File: config.mk
export PLATFORM = sky130hd
export DESIGN_NAME = bpa_ctrl
export DESIGN_NICKNAME = d
export VERILOG_FILES = /design/src/hdl/bpa_pkg.sv /design/src/hdl/bpa_ctrl.sv
export SDC_FILE = /design/constraint.sdc
export NUM_CORES = 1
export LEC_CHECK = 0
export ABC_AREA = 1
export BUFFER_PORTS_ARGS = -buffer_cell sky130_fd_sc_hd__buf_4
export CAP_MARGIN = 10
export CORE_ASPECT_RATIO = 0.6
export CORE_MARGIN = 2
export CORE_UTILIZATION = 35
export CTS_CLUSTER_DIAMETER = 80
export DETAILED_ROUTE_END_ITERATION = 16
export GPL_TIMING_DRIVEN = 0
export HOLD_SLACK_MARGIN = 0.15
export SYNTH_ARGS = -nofsm -noshare
export SYNTH_HDL_FRONTEND = slang
export SYNTH_SLANG_ARGS = --single-unit
File: constraint.sdc
create_clock -name i_clk -period 1.58 [get_ports i_clk]
set_input_delay 0.316 -clock i_clk [delete_from_list [all_inputs] [get_ports i_clk]]
set_output_delay 0.316 -clock i_clk [all_outputs]
set_load 0.02 [all_outputs]
File: src/hdl/bpa_pkg.sv
// ----------------------------------------------------------------------------
// bpa_pkg
// Shared types and constants of the buddy page allocator.
// ----------------------------------------------------------------------------
package bpa_pkg;

    localparam int NUM_ORDERS = 11;
    localparam int NUM_PAGES  = 4096;
    localparam int PAGE_W     = $clog2(NUM_PAGES);
    localparam int LINK_W     = PAGE_W + 1;
    localparam int ORD_W      = 4;
    localparam int META_W     = ORD_W + 1;
    localparam int MODE_W     = 2;
    localparam int STAT_W     = 2;
    localparam int CNT_W      = 13;

    localparam logic [LINK_W-1:0] LINK_NIL      = LINK_W'(NUM_PAGES);
    localparam logic [CNT_W-1:0]  PAGE_COUNT_RST = CNT_W'(4096);
    localparam logic [ORD_W-1:0]  ORD_LIMIT     = ORD_W'(NUM_ORDERS);
    localparam logic [ORD_W-1:0]  ORD_TOP       = ORD_W'(NUM_ORDERS - 1);

    // register index of page_count
    localparam logic REG_PAGE_COUNT = 1'b0;

    typedef enum logic [MODE_W-1:0] {
        MODE_SEED  = 2'd0,
        MODE_ALLOC = 2'd1,
        MODE_FREE  = 2'd2,
        MODE_NONE  = 2'd3
    } t_mode;

    typedef enum logic [STAT_W-1:0] {
        ST_OK        = 2'd0,
        ST_BAD_ORDER = 2'd1,
        ST_NO_MEM    = 2'd2,
        ST_BAD_INDEX = 2'd3
    } t_status;

    typedef enum logic [3:0] {
        OP_NONE,
        OP_LOAD,
        OP_CLR,
        OP_META_RD,
        OP_SCAN_NEXT,
        OP_SCAN_TAKE,
        OP_BUD_RD,
        OP_PULL_RD,
        OP_PULL_LNK,
        OP_PULL_CLR,
        OP_MERGE_UPD,
        OP_SPLIT,
        OP_PUSH_A,
        OP_PUSH_B,
        OP_DONE
    } t_op;

    typedef enum logic [4:0] {
        S_CLEAR,
        S_IDLE,
        S_CHECK,
        S_SEED_TST,
        S_SCAN,
        S_PULL_RD,
        S_PULL_LNK,
        S_PULL_CLR,
        S_MERGE_UPD,
        S_SPLIT,
        S_SPLIT_TST,
        S_PUSH_A,
        S_PUSH_B,
        S_FREE_TST,
        S_MERGE_CHK,
        S_MERGE_TST,
        S_DONE
    } t_state;

    typedef struct packed {
        t_op     op;
        t_status status;
        logic    give_blk;
    } t_cmd;

    typedef struct packed {
        t_mode mode;
        logic  tgt_bad;
        logic  idx_over;
        logic  head_nil;
        logic  cur_top;
        logic  cur_at_top;
        logic  bud_over;
        logic  cur_gt_tgt;
        logic  half_ok;
        logic  meta_free;
        logic  meta_ord_eq;
        logic  clr_last;
        logic  out_busy;
    } t_stat;

endpackage

File: src/hdl/bpa_ctrl.sv
// ----------------------------------------------------------------------------
// bpa_ctrl
// Sequencer for seed, allocate and free: walks the list scan, the unlink and
// push steps and the split and merge loops, one datapath command a cycle.
// ----------------------------------------------------------------------------
module bpa_ctrl import bpa_pkg::*; (
    input  logic  i_clk,
    input  logic  i_rst_n,
    input  logic  i_in_valid,
    output logic  o_in_ready,
    input  t_stat i_stat,
    output t_cmd  o_cmd
);

    t_state  r_state, n_state;
    t_status r_status, n_status;

    // state register
    always_ff @(posedge i_clk) begin
        if (!i_rst_n) begin
            r_state  <= S_CLEAR;
            r_status <= ST_OK;
        end else begin
            r_state  <= n_state;
            r_status <= n_status;
        end
    end

    // next state and commands
    always_comb begin
        n_state        = r_state;
        n_status       = r_status;
        o_in_ready     = 1'b0;
        o_cmd.op       = OP_NONE;
        o_cmd.status   = r_status;
        o_cmd.give_blk = (i_stat.mode == MODE_ALLOC) && (r_status == ST_OK);
        case (r_state)
            S_CLEAR: begin
                o_cmd.op = OP_CLR;
                if (i_stat.clr_last) begin
                    n_state = S_IDLE;
                end
            end
            S_IDLE: begin
                o_in_ready = 1'b1;
                if (i_in_valid) begin
                    o_cmd.op = OP_LOAD;
                    n_status = ST_OK;
                    n_state  = S_CHECK;
                end
            end
            S_CHECK: begin
                case (i_stat.mode)
                    MODE_SEED: begin
                        if (i_stat.idx_over) begin
                            n_status = ST_BAD_INDEX;
                            n_state  = S_DONE;
                        end else begin
                            o_cmd.op = OP_META_RD;
                            n_state  = S_SEED_TST;
                        end
                    end
                    MODE_ALLOC: begin
                        if (i_stat.tgt_bad) begin
                            n_status = ST_BAD_ORDER;
                            n_state  = S_DONE;
                        end else begin
                            n_state = S_SCAN;
                        end
                    end
                    MODE_FREE: begin
                        if (i_stat.tgt_bad) begin
                            n_status = ST_BAD_ORDER;
                            n_state  = S_DONE;
                        end else if (i_stat.idx_over) begin
                            n_status = ST_BAD_INDEX;
                            n_state  = S_DONE;
                        end else begin
                            o_cmd.op = OP_META_RD;
                            n_state  = S_FREE_TST;
                        end
                    end
                    default: begin
                        n_state = S_DONE;
                    end
                endcase
            end
            S_SEED_TST: begin
                n_state = i_stat.meta_free ? S_DONE : S_PUSH_A;
            end
            // look for the smallest non-empty list at or above the asked order
            S_SCAN: begin
                if (i_stat.cur_top) begin
                    n_status = ST_NO_MEM;
                    n_state  = S_DONE;
                end else if (i_stat.head_nil) begin
                    o_cmd.op = OP_SCAN_NEXT;
                end else begin
                    o_cmd.op = OP_SCAN_TAKE;
                    n_state  = S_PULL_RD;
                end
            end
            // unlink a block from its list
            S_PULL_RD: begin
                o_cmd.op = OP_PULL_RD;
                n_state  = S_PULL_LNK;
            end
            S_PULL_LNK: begin
                o_cmd.op = OP_PULL_LNK;
                n_state  = S_PULL_CLR;
            end
            S_PULL_CLR: begin
                o_cmd.op = OP_PULL_CLR;
                n_state  = (i_stat.mode == MODE_ALLOC) ? S_SPLIT : S_MERGE_UPD;
            end
            S_MERGE_UPD: begin
                o_cmd.op = OP_MERGE_UPD;
                n_state  = S_MERGE_CHK;
            end
            // split down to the asked order
            S_SPLIT: begin
                if (i_stat.cur_gt_tgt) begin
                    o_cmd.op = OP_SPLIT;
                    n_state  = S_SPLIT_TST;
                end else begin
                    n_state = S_DONE;
                end
            end
            S_SPLIT_TST: begin
                n_state = i_stat.half_ok ? S_PUSH_A : S_SPLIT;
            end
            // push a block on the head of its list
            S_PUSH_A: begin
                o_cmd.op = OP_PUSH_A;
                n_state  = S_PUSH_B;
            end
            S_PUSH_B: begin
                o_cmd.op = OP_PUSH_B;
                n_state  = (i_stat.mode == MODE_ALLOC) ? S_SPLIT : S_DONE;
            end
            S_FREE_TST: begin
                n_state = i_stat.meta_free ? S_DONE : S_MERGE_CHK;
            end
            // merge with a free buddy of equal order
            S_MERGE_CHK: begin
                if (i_stat.cur_at_top || i_stat.bud_over) begin
                    n_state = S_PUSH_A;
                end else begin
                    o_cmd.op = OP_BUD_RD;
                    n_state  = S_MERGE_TST;
                end
            end
            S_MERGE_TST: begin
                if (i_stat.meta_free && i_stat.meta_ord_eq) begin
                    n_state = S_PULL_RD;
                end else begin
                    n_state = S_PUSH_A;
                end
            end
            S_DONE: begin
                if (!i_stat.out_busy) begin
                    o_cmd.op = OP_DONE;
                    n_state  = S_IDLE;
                end
            end
            default: begin
                n_state = S_IDLE;
            end
        endcase
    end

endmodule

### Word level (Yosys, flattened, before mapping)

Index checks and enable logic that the tools add are counted.

* word-level logic and storage cells: 73
* input port bits: 17
* output and inout port bits: 8
* bits in registers: 7

* multiplexer cells: 37
* eq/ne operators: 25
* reductions and logical operators: 9

Operator list (number)
* case mux 5 bit (17 select lines): 1
* 2-to-1 mux 5 bit: 13
* case mux 4 bit (13 select lines): 1
* equality test 5 x 4 -> 1 bit (second input constant): 8
* equality test 5 x 3 -> 1 bit (second input constant): 4
* 2-to-1 mux 2 bit: 8
* case mux 5 bit (3 select lines): 1
* 2-to-1 mux 4 bit: 3
* case mux 2 bit (3 select lines): 2
* equality test 5 x 2 -> 1 bit (second input constant): 2
* 2-to-1 mux 3 bit: 3
* != test 2 bit (second input constant): 4
* != test 3 bit (second input constant): 2
* equality test 5 x 1 -> 1 bit (second input constant): 1
* equality test 5 bit (second input constant): 1
* zero test 5 bit: 1
* AND reduction 5 bit: 1
* zero test 2 bit: 2
* 2-to-1 mux 1 bit: 4
* != test 4 x 3 -> 1 bit (second input constant): 1
* case mux 2 bit (2 select lines): 1
* AND reduction 4 bit: 1
* nonzero test 3 bit: 1
* equality test 2 x 1 -> 1 bit (second input constant): 1
* 3 further kinds: 4

### Depth between registers and ports, before layout

Gate-level depths: netlist of the first run.

* depth after elaboration: 4
* mapped depth: 10
* depth with buffers taken out: 10

### Worst setup path after synthesis of the first run

Ideal clock, no wire load.

* kind: register to output
* from: register r_state[3]
* to: output o_cmd[4] (netlist name)
* buffers on the path: 0
* data arrival time: 1.251 ns
* stages on the path, launching flop included: 9
* data required time: 1.264 ns
* path slack: 0.013 ns
* cell sequence: dfxtp_1 inv_2 nor2_1 inv_2 nor2_1 nand2_1 nand2_1 inv_1 o2111ai_1

RTL lines
* start: declaration: line bpa_ctrl.sv:15 `t_state r_state, n_state;`
* start signal: assignment: line bpa_ctrl.sv:24 `r_state <= n_state;`
* end: declaration: line bpa_ctrl.sv:12 `output t_cmd o_cmd`

==> impl_metrics.tcl, run 1 <==
set metrics [dict create \
    outcome "finished, violations left" \
    violations "setup timing" \
    drv_slew 0 \
    wl_per_cell_um 16.45 \
    hp-start "i_rst_n" \
    p_sw_w 0.001037 \
    max_freq_mhz 534.9 \
    grt_pass1_wl_mm 6.403 \
    final_common_cell "buf_4" \
    dr.pass1.iters 6 \
    vias 1557 \
    rows 15 \
    synth_compound_area_share_pct 14.96 \
    setup_slack_ns -0.2894 \
    async_flop_share_pct 0 \
    synthCells 177 \
    synthToLayoutAreaGrowth_pct 64.96 \
    coreArea_um2 2834 \
    wl_mm 4.539 \
    drive_gt1_share_pct 44.87 \
    yosys.cell_types.count 26 \
    slew_headroom_pct 82.33 \
    synth_xor_area_share_pct 0 \
    post-route-util_pct 59.87 \
    ys.flop_type "dfxtp_1" \
    yosysTopAreaCell "nand2_1" \
    drt_iter0_drc 298 \
    worst_ep_required_time_ns 1.26 \
    synth_warnings 0 \
    avgSynthCellArea_um2 5.811 \
    holdCritPathClass "in -> reg" \
    rsz0062_at_grt "yes" \
    dieArea_um2 3402 \
    critPathMaxFanout 7 \
    cts_tree "built" \
    die_h_um 45.99 \
    overflow 0 \
    portBuffers 24 \
    synthesis.area_um2 1028 \
    ios 25 \
    ir_worst_vdd_v 0.0007292 \
    holdWs_ns 0.3458 \
    power_frac_comb_pct 71.6 \
    p_leak_nw 0.8583 \
    synthSimpleGateAreaFrac_pct 51.46 \
    root_buffer "clkbuf_8" \
    critPathKind "reg -> out" \
    ant_nets 0 \
    power_density_nw_per_um2 1215 \
    grt.total_usage_pct 25.18 \
    muxShareOfSynthArea_pct 0 \
    worst_skew_pair.late_latency_ns 0.22 \
    ys_seq_elements 7 \
    totalPowerFinal_w 0.002062 \
    grt_max_degree 8 \
    seqPwrFrac_pct 16.6 \
    start_util_pct 36.29 \
    final_hold_viol_count 0 \
    max-clock-path-buffers 2 \
    synth_adder_area_share_pct 7.299 \
    worst_pin_slew_ns 0.2628 \
    fin_crit_ns 1.869 \
    r2r-start "r_state[4]" \
    synth_top_family_by_area "simple AND/OR/NAND/NOR gates" \
    clockPowerShare_pct 11.9 \
    via_per_inst 5.641 \
    cts_inserted_buffers 3 \
    arrival_ns 1.55 \
    r2r_slack_ns -0.03 \
    cap_violations 0 \
    setup_violations 7 \
    crit_path_end_kind "primary output" \
    dp_hpwl_mm 2.568 \
    internal_power_w 0.001025 \
    yosysTopAreaCellShare_pct 14.60 \
    p_sw_share_pct 50.30 \
    antenna_cells 0 \
    cts.htree.levels 1 \
    mostFrequentLayoutCells "buf_4, nand2_1, nor2_1, inv_1, nand3_1" \
    fillers 237 \
    finalClockSkew_ns 0.002891 \
    clk_pin_slew_worst_paths_ns 0.04 \
    synth-edff-count 0 \
    nets 258 \
    route.detailed.drc 0 \
    die_x_um 73.98 \
    cts_sinks 7 \
    grt_pass1_vias 1445 \
    place_congestion 0.9162 \
    syn_nets 200 \
    startpoint_type "flip-flop" \
    synth_area_leaders "nand2_1, dfxtp_1, nand3_1" \
    hold_buffers 0 \
    cp-startpoint "r_state[4]" \
    yosysSeqAreaShare_pct 13.63 \
    antenna_found_initial 0 \
    post-route-period-util_pct 118.3 \
]
-- worst max-delay path, cell delays in order (launching register included) --
cell and delay, ns:
dfxtp_4 0.35, inv_4 0.07, buf_8 0.13, nand3_4 0.11
nor2_4 0.15, nand2_2 0.09, nand2_2 0.07, inv_1 0.06
o2111ai_1 0.11, buf_4 0.18
-- cell families (layout without fill, tap and decap cells) --
group           Yosys count  after routing
fa+ha+maj                 6              6
buf+inv                  31             88
simple gates            108            108
flops                     7              7
compound gates           25             25
-- synth_stat cells (4+ instances only) --
cell      n
dfxtp_1   7
a21oi_1   9
nand4_1   9
nand2_1  40
nor2_1   25
inv_1    24
nand3_1  20
ha_1      6
inv_2     4
o21ai_0   4
nor2_4    6
-- sequential cells by signal (all words and copies together) (netlist names) --
name,count
r_status,2
r_state,5
-- what timing repair did --
action | 4_1_cts | 5_1_grt
pin swaps | 13 | 10
setup buffers | 21 | 7
endpoints found under the setup margin | 6 | 10
cloned | 1 | 0
gates resized for setup | 35 | 18
-- per-layer routing --
layer	part of all wire, %	up-vias	wire (um)	track usage, %
met5	0	-	0	0
met4	5.5	0	251	12.73
li1	-	705	-	-
met2	41	132	1858	39.29
met3	13	36	569	6.416
met1	41	684	1859	32.46
-- layout make-up --
class                      count  area, um^2  share of cell area [%]
clock buffer                   4       45.04                   2.655
multi-input combinational    139       880.8                   51.92
tap                           42       52.55                   3.097
timing repair buffer          53       414.1                   24.41
buffer                         2       26.28                   1.549
inverter                      29       118.9                   7.006
sequential                     7       158.9                   9.366
-- final timing paths --
check | endpoint | cells after the start
setup / recovery | o_cmd[4] | 9
hold / removal | r_status[1] | 3
hold reg to reg | r_status[0] | 2
setup reg to reg | r_state[1] | 12
-- through the flow --
step / setup TNS (ns) / setup WS (ns) / cells / instance area (um^2)
2_1_floorplan: 0 / 0.01294 / 177 / 1028
3_3_place_gp: -0.8909 / -0.2696 / 243 / 1261
3_5_place_dp: -0.7829 / -0.2284 / 243 / 1261
4_1_cts: -0.6166 / -0.1723 / 269 / 1575
5_1_grt: -1.371 / -0.3438 / 276 / 1697
6_report: -1.044 / -0.2894 / 276 / 1697
-- power groups by stage --
stage	logic (W)	registers [W]	clock network, W
global route	0.00156	0.000345	0.000263
global placement	0.00102	0.000310	0
detailed placement	0.00101	0.000309	0
finish	0.00148	0.000342	0.000244
CTS	0.00126	0.000329	0.000250
floorplan	0.000684	0.000320	0
No activity file was read; power rests on OpenSTA's default activity.
==> inputs of run 2 (changes only) <==
- BUFFER_PORTS_ARGS: -buffer_cell sky130_fd_sc_hd__buf_4 -> default
- DONT_BUFFER_PORTS: default -> 1
==> run 2 against run 1 <==
The run still ends with setup timing left; combinational power is 5% higher; clock skew is 0.0019 ns lower; global-route usage is 0.89 points lower; fmax is 5.3% higher; via count is 7.4% lower; worst setup slack better by 0.094 ns; register-to-register slack better by 0.02 ns; critical endpoint is now o_cmd[6]; highest routed layer unchanged.
==> impl_metrics.tcl, run 2 (same netlist as run 1, synthesis figures left out) <==
set metrics [dict create \
    nets 235 \
    via_per_inst 5.700 \
    antenna_cells 0 \
    ios 25 \
    cap_violations 0 \
    outcome "finished, violations left" \
    worst_ep_required_time_ns 1.26 \
    drive_gt1_share_pct 42.18 \
    ant_nets 0 \
    grt.total_usage_pct 24.29 \
    pre_cts_slack_ns -0.2174 \
    fin_setup_tns_ns -0.5899 \
    hold_buffers 0 \
    crit_family "simple AND/OR/NAND/NOR gates" \
    overflow 0 \
    critPathMaxFanout 4 \
    post-route-period-util_pct 112.4 \
    vias 1442 \
    cts_inserted_buffers 3 \
    critPathKind "reg -> out" \
    clk_pin_slew_worst_paths_ns 0.04 \
    die_h_um 45.99 \
    setup_violations 7 \
    arrival_ns 1.46 \
    cp_slowest_cell "dfxtp_4" \
    dp_hpwl_mm 2.560 \
    max-clock-path-buffers 2 \
    fin_crit_ns 1.775 \
    worst_skew_pair.late_latency_ns 0.22 \
    max_freq_mhz 563.3 \
    cts_sinks 7 \
    finalClockSkew_ns 0.0009601 \
    antenna_found_initial 0 \
    cp_cell_sequence "inv_4 -> nor2_4 -> inv_2 -> nor2_4 -> nand2_2 -> nand2_2 -> inv_2 -> nand4_1" \
    grt_pass1_vias 1362 \
    cts.htree.levels 1 \
    final_common_cell "nand2_1" \
    wl_mm 4.255 \
    drv_slew 0 \
    power_density_nw_per_um2 1353 \
    worst_pin_slew_ns 0.3781 \
    max_stage_delay_ns 0.40 \
    top_register "r_state" \
    portBuffers 0 \
    final_hold_viol_count 0 \
    cp_num_buf_inv 3 \
    startpoint_type "flip-flop" \
    mostFrequentLayoutCells "nand2_1, buf_4, nor2_1, inv_1, nand3_1" \
    cts_tree "built" \
    place_congestion 0.9681 \
    reg_top3 "r_state: 5 flops, r_status: 2 flops" \
    rsz0062_at_grt "yes" \
    postLayoutCellArea_um2 1594 \
    route.detailed.drc 0 \
    rows 15 \
    die_x_um 73.98 \
    drt_iter0_drc 159 \
    violations "setup timing" \
    dr.pass1.iters 7 \
    synthToLayoutAreaGrowth_pct 54.99 \
    start_util_pct 36.29 \
    dieArea_um2 3402 \
    p_leak_nw 0.7658 \
    grt_pass1_wl_mm 6.203 \
    largest_reg_flops 5 \
    fillers 235 \
    root_buffer "clkbuf_8" \
    holdCritPathClass "in -> reg" \
    wl_per_cell_um 16.82 \
    ir_worst_vdd_v 0.0009282 \
    setup_slack_ns -0.1954 \
    crit_path_end_kind "primary output" \
    grt_max_degree 9 \
    coreArea_um2 2834 \
    slew_headroom_pct 74.66 \
    place_area_um2 1081 \
]
run 2: cell types whose count changed in the layout (fill, tap and decap cells not counted), moves of 2 or more:
cell	previous run	this run
a21oi_1	9	7
o2111ai_4	0	2
buf_6	6	3
buf_12	0	2
nand3_4	2	4
ha_1	4	6
buf_4	47	26
a21oi_2	0	2
o2111ai_1	2	0
run 2: per-stage QoR:
stage,power (W),util (%),hold WS [ns],std cells
4_1_cts,0.001906,52.63,0.2147,246
3_3_place_gp,0.001175,38.15,0.4473,219
3_5_place_dp,0.001181,38.15,0.4508,219
6_report,0.002157,56.25,0.2195,253
5_1_grt,0.002270,56.25,0.2165,253
2_1_floorplan,0.001004,-,0.4418,177
run 2: report_power, final:
| part | switching, W | internal [W] | leakage [nW] |
|---|---|---|---|
| Sequential | 0.000122 | 0.000238 | 0.0604 |
| Clock | 0.0000702 | 0.000174 | 0.0228 |
| Combinational | 0.000874 | 0.000678 | 0.683 |
| Total | 0.00107 | 0.00109 | 0.766 |
run 2: worst reg2reg max path, delay by kind of cell, from the launching register on:
family / cells / cell delay (ns)
and+or+nand+nor: 8 / 0.85
DFF: 1 / 0.38
buffers and inverters: 2 / 0.24
run 2: timing repair:
item	in CTS	in global routing
gates resized for setup	45	15
setup endpoints to repair	7	8
cloned	0	0
setup buffers	23	8
pin swaps	17	15
run 2: area by class of cell:
type | instances | area [um^2] | area share [%]
flip-flops and latches | 7 | 156.4 | 9.812
repair buffers | 30 | 257.7 | 16.17
multi-input cells | 139 | 934.6 | 58.63
well taps | 42 | 52.55 | 3.297
inverters | 29 | 121.4 | 7.614
plain buffers | 2 | 26.28 | 1.648
clock buffers | 4 | 45.04 | 2.826
run 2: routing by layer:
| layer | routed length [um] | share of wire [%] | vias up | track usage [%] |
|---|---|---|---|---|
| met5 | 0 | 0 | - | 0 |
| met4 | 204 | 4.8 | 0 | 11.64 |
| met3 | 579 | 14 | 33 | 5.973 |
| met2 | 1844 | 43 | 122 | 37.14 |
| met1 | 1627 | 38 | 635 | 32.25 |
| li1 | - | - | 652 | - |
run 2: path summary, 6_finish.rpt:
path,start,end,slack (ns),cells past startpoint
setup / recovery,r_state[3],o_cmd[6],-0.20,8
hold / removal,i_rst_n,r_status[0],0.22,2
setup reg to reg,r_state[0],r_status[0],-0.01,10
hold reg to reg,r_status[0],r_status[0],0.62,2
==> inputs of run 3 (changes only) <==
- PLACE_DENSITY: default -> 0.47
==> run 3 against run 2 <==
The run still ends with setup timing left; critical path depth down 3; core utilization up 5.4 points; global-route usage up 0.71 points; critical path type unchanged; design area up 9.6%; highest routed layer unchanged; clock power about the same; non-clock buffer count up 10; combinational power up 5%; die area unchanged; largest power group unchanged.
==> impl_metrics.tcl, run 3 (same netlist as run 1, synthesis figures left out) <==
set metrics [dict create \
    outcome "finished, violations left" \
    violations "setup timing" \
    holdWs_ns 0.2118 \
    crit_path_end_kind "primary output" \
    overflow 0 \
    largest_reg_flops 5 \
    finalClockSkew_ns 0.001670 \
    max_stage_delay_ns 0.39 \
    wl_per_cell_um 17.70 \
    root_buffer "clkbuf_8" \
    grt_pass1_vias 1262 \
    final_common_cell "buf_4" \
    clk_pin_slew_worst_paths_ns 0.04 \
    cp_cell_sequence "nor2_4 -> nand3_1 -> nand2_2 -> inv_2 -> nand4_1" \
    die_h_um 45.99 \
    vias 1486 \
    ir_worst_vdd_v 0.0008681 \
    gr-usage-met1_pct 36.16 \
    fin_crit_ns 1.757 \
    post-route-period-util_pct 111.2 \
    setup_slack_ns -0.1769 \
    arrival_ns 1.44 \
    power_density_nw_per_um2 1279 \
    internal_power_w 0.001120 \
    holdCritPathClass "in -> reg" \
    power_frac_comb_pct 72.9 \
    ant_nets 0 \
    critPathMaxFanout 7 \
    via_per_inst 5.650 \
    cts_inserted_buffers 3 \
    die_x_um 73.98 \
    critPathKind "reg -> out" \
    drt_iter0_drc 173 \
    grt.total_usage_pct 25.00 \
    start_util_pct 36.29 \
    crit_family "simple AND/OR/NAND/NOR gates" \
    grt-busiest-layer "met2" \
    rsz0062_at_grt "yes" \
    cts.htree.levels 1 \
    p_leak_nw 0.8231 \
    dp_hpwl_mm 2.637 \
    seqPwrFrac_pct 16.1 \
    final_hold_viol_count 0 \
    antenna_cells 0 \
    mostFrequentLayoutCells "buf_4, nand2_1, nor2_1, inv_1, nand3_1" \
    cap_violations 0 \
    drive_gt1_share_pct 49.32 \
    rows 15 \
    reg_top3 "r_state: 5 flops, r_status: 2 flops" \
    grt_use_met3_pct 3.097 \
    cts_tree "built" \
    wl_mm 4.656 \
    antenna_found_initial 0 \
    cts_sinks 7 \
    cp_slowest_cell "dfxtp_4" \
    totalPowerFinal_w 0.002234 \
    max-clock-path-buffers 2 \
    p_sw_share_pct 49.87 \
    ios 25 \
    nets 245 \
    worst_skew_pair.late_latency_ns 0.22 \
    grt_pass1_wl_mm 6.182 \
    cp_num_buf_inv 1 \
    portBuffers 0 \
    coreArea_um2 2834 \
    dr.pass1.iters 5 \
    max_freq_mhz 569.2 \
    route.detailed.drc 0 \
    grt_max_degree 8 \
    grt_use_met2_pct 37.86 \
    startpoint_type "flip-flop" \
    top_register "r_state" \
    slew_headroom_pct 74.24 \
    worst_pin_slew_ns 0.3843 \
    synthToLayoutAreaGrowth_pct 69.83 \
    worst_ep_required_time_ns 1.26 \
    place_congestion 0.9478 \
    dieArea_um2 3402 \
    p_sw_w 0.001114 \
    clockPowerShare_pct 11.0 \
    setup_violations 8 \
    drv_slew 0 \
]
-- run 3: cell type report --
| class | count | area (um^2) |
|---|---|---|
| flip-flops and latches | 7 | 158.9 |
| inverters | 29 | 127.6 |
| clock buffers | 4 | 45.04 |
| multi-input cells | 139 | 999.7 |
| well taps | 42 | 52.55 |
| repair buffers | 40 | 336.6 |
| plain buffers | 2 | 26.28 |
| fillers | 234 | 1087 |
-- run 3: power groups by stage --
stage               sequential [W]  clock (W)  combinational [W]
floorplan                 0.000320          0           0.000684
CTS                       0.000360   0.000252            0.00122
global placement          0.000339          0           0.000852
detailed placement        0.000341          0           0.000843
global route              0.000362   0.000264            0.00172
finish                    0.000359   0.000245            0.00163
-- run 3: per-layer routing --
| metal | up-vias | routed length, um |
|---|---|---|
| li1 | 684 | - |
| met4 | 0 | 146 |
| met5 | - | 0 |
| met2 | 111 | 2028 |
| met1 | 670 | 2054 |
| met3 | 21 | 427 |
-- run 3: path summary, 6_finish.rpt --
| check | from | end | slack (ns) | cells past startpoint |
|---|---|---|---|---|
| hold reg to reg | r_status[1] | r_status[1] | 0.63 | 2 |
| setup reg to reg | r_state[1] | r_state[1] | -0.05 | 11 |
| hold / removal | i_rst_n | r_status[1] | 0.21 | 2 |
| setup / recovery | r_state[0] | o_cmd[6] | -0.18 | 5 |
-- run 3: per-stage QoR --
stage | setup WS [ns] | TNS (ns) | cell area [um^2] | instances | utilization, %
floorplan | 0.01294 | 0 | 1028 | 177 | -
global placement | -0.2317 | -0.9468 | 1081 | 219 | 38.15
detailed placement | -0.2393 | -0.8968 | 1081 | 219 | 38.15
finish | -0.1769 | -0.7530 | 1747 | 263 | 61.63
CTS | -0.1232 | -0.3389 | 1580 | 255 | 55.76
global route | -0.2119 | -1.239 | 1747 | 263 | 61.63
-- run 3: repair_timing --
item / 4_1_cts / 5_1_grt
pin swaps: 22 / 17
resized for setup: 54 / 28
setup endpoints to repair: 8 / 10
buffers inserted: 32 / 11
hold buffers: 0 / 0
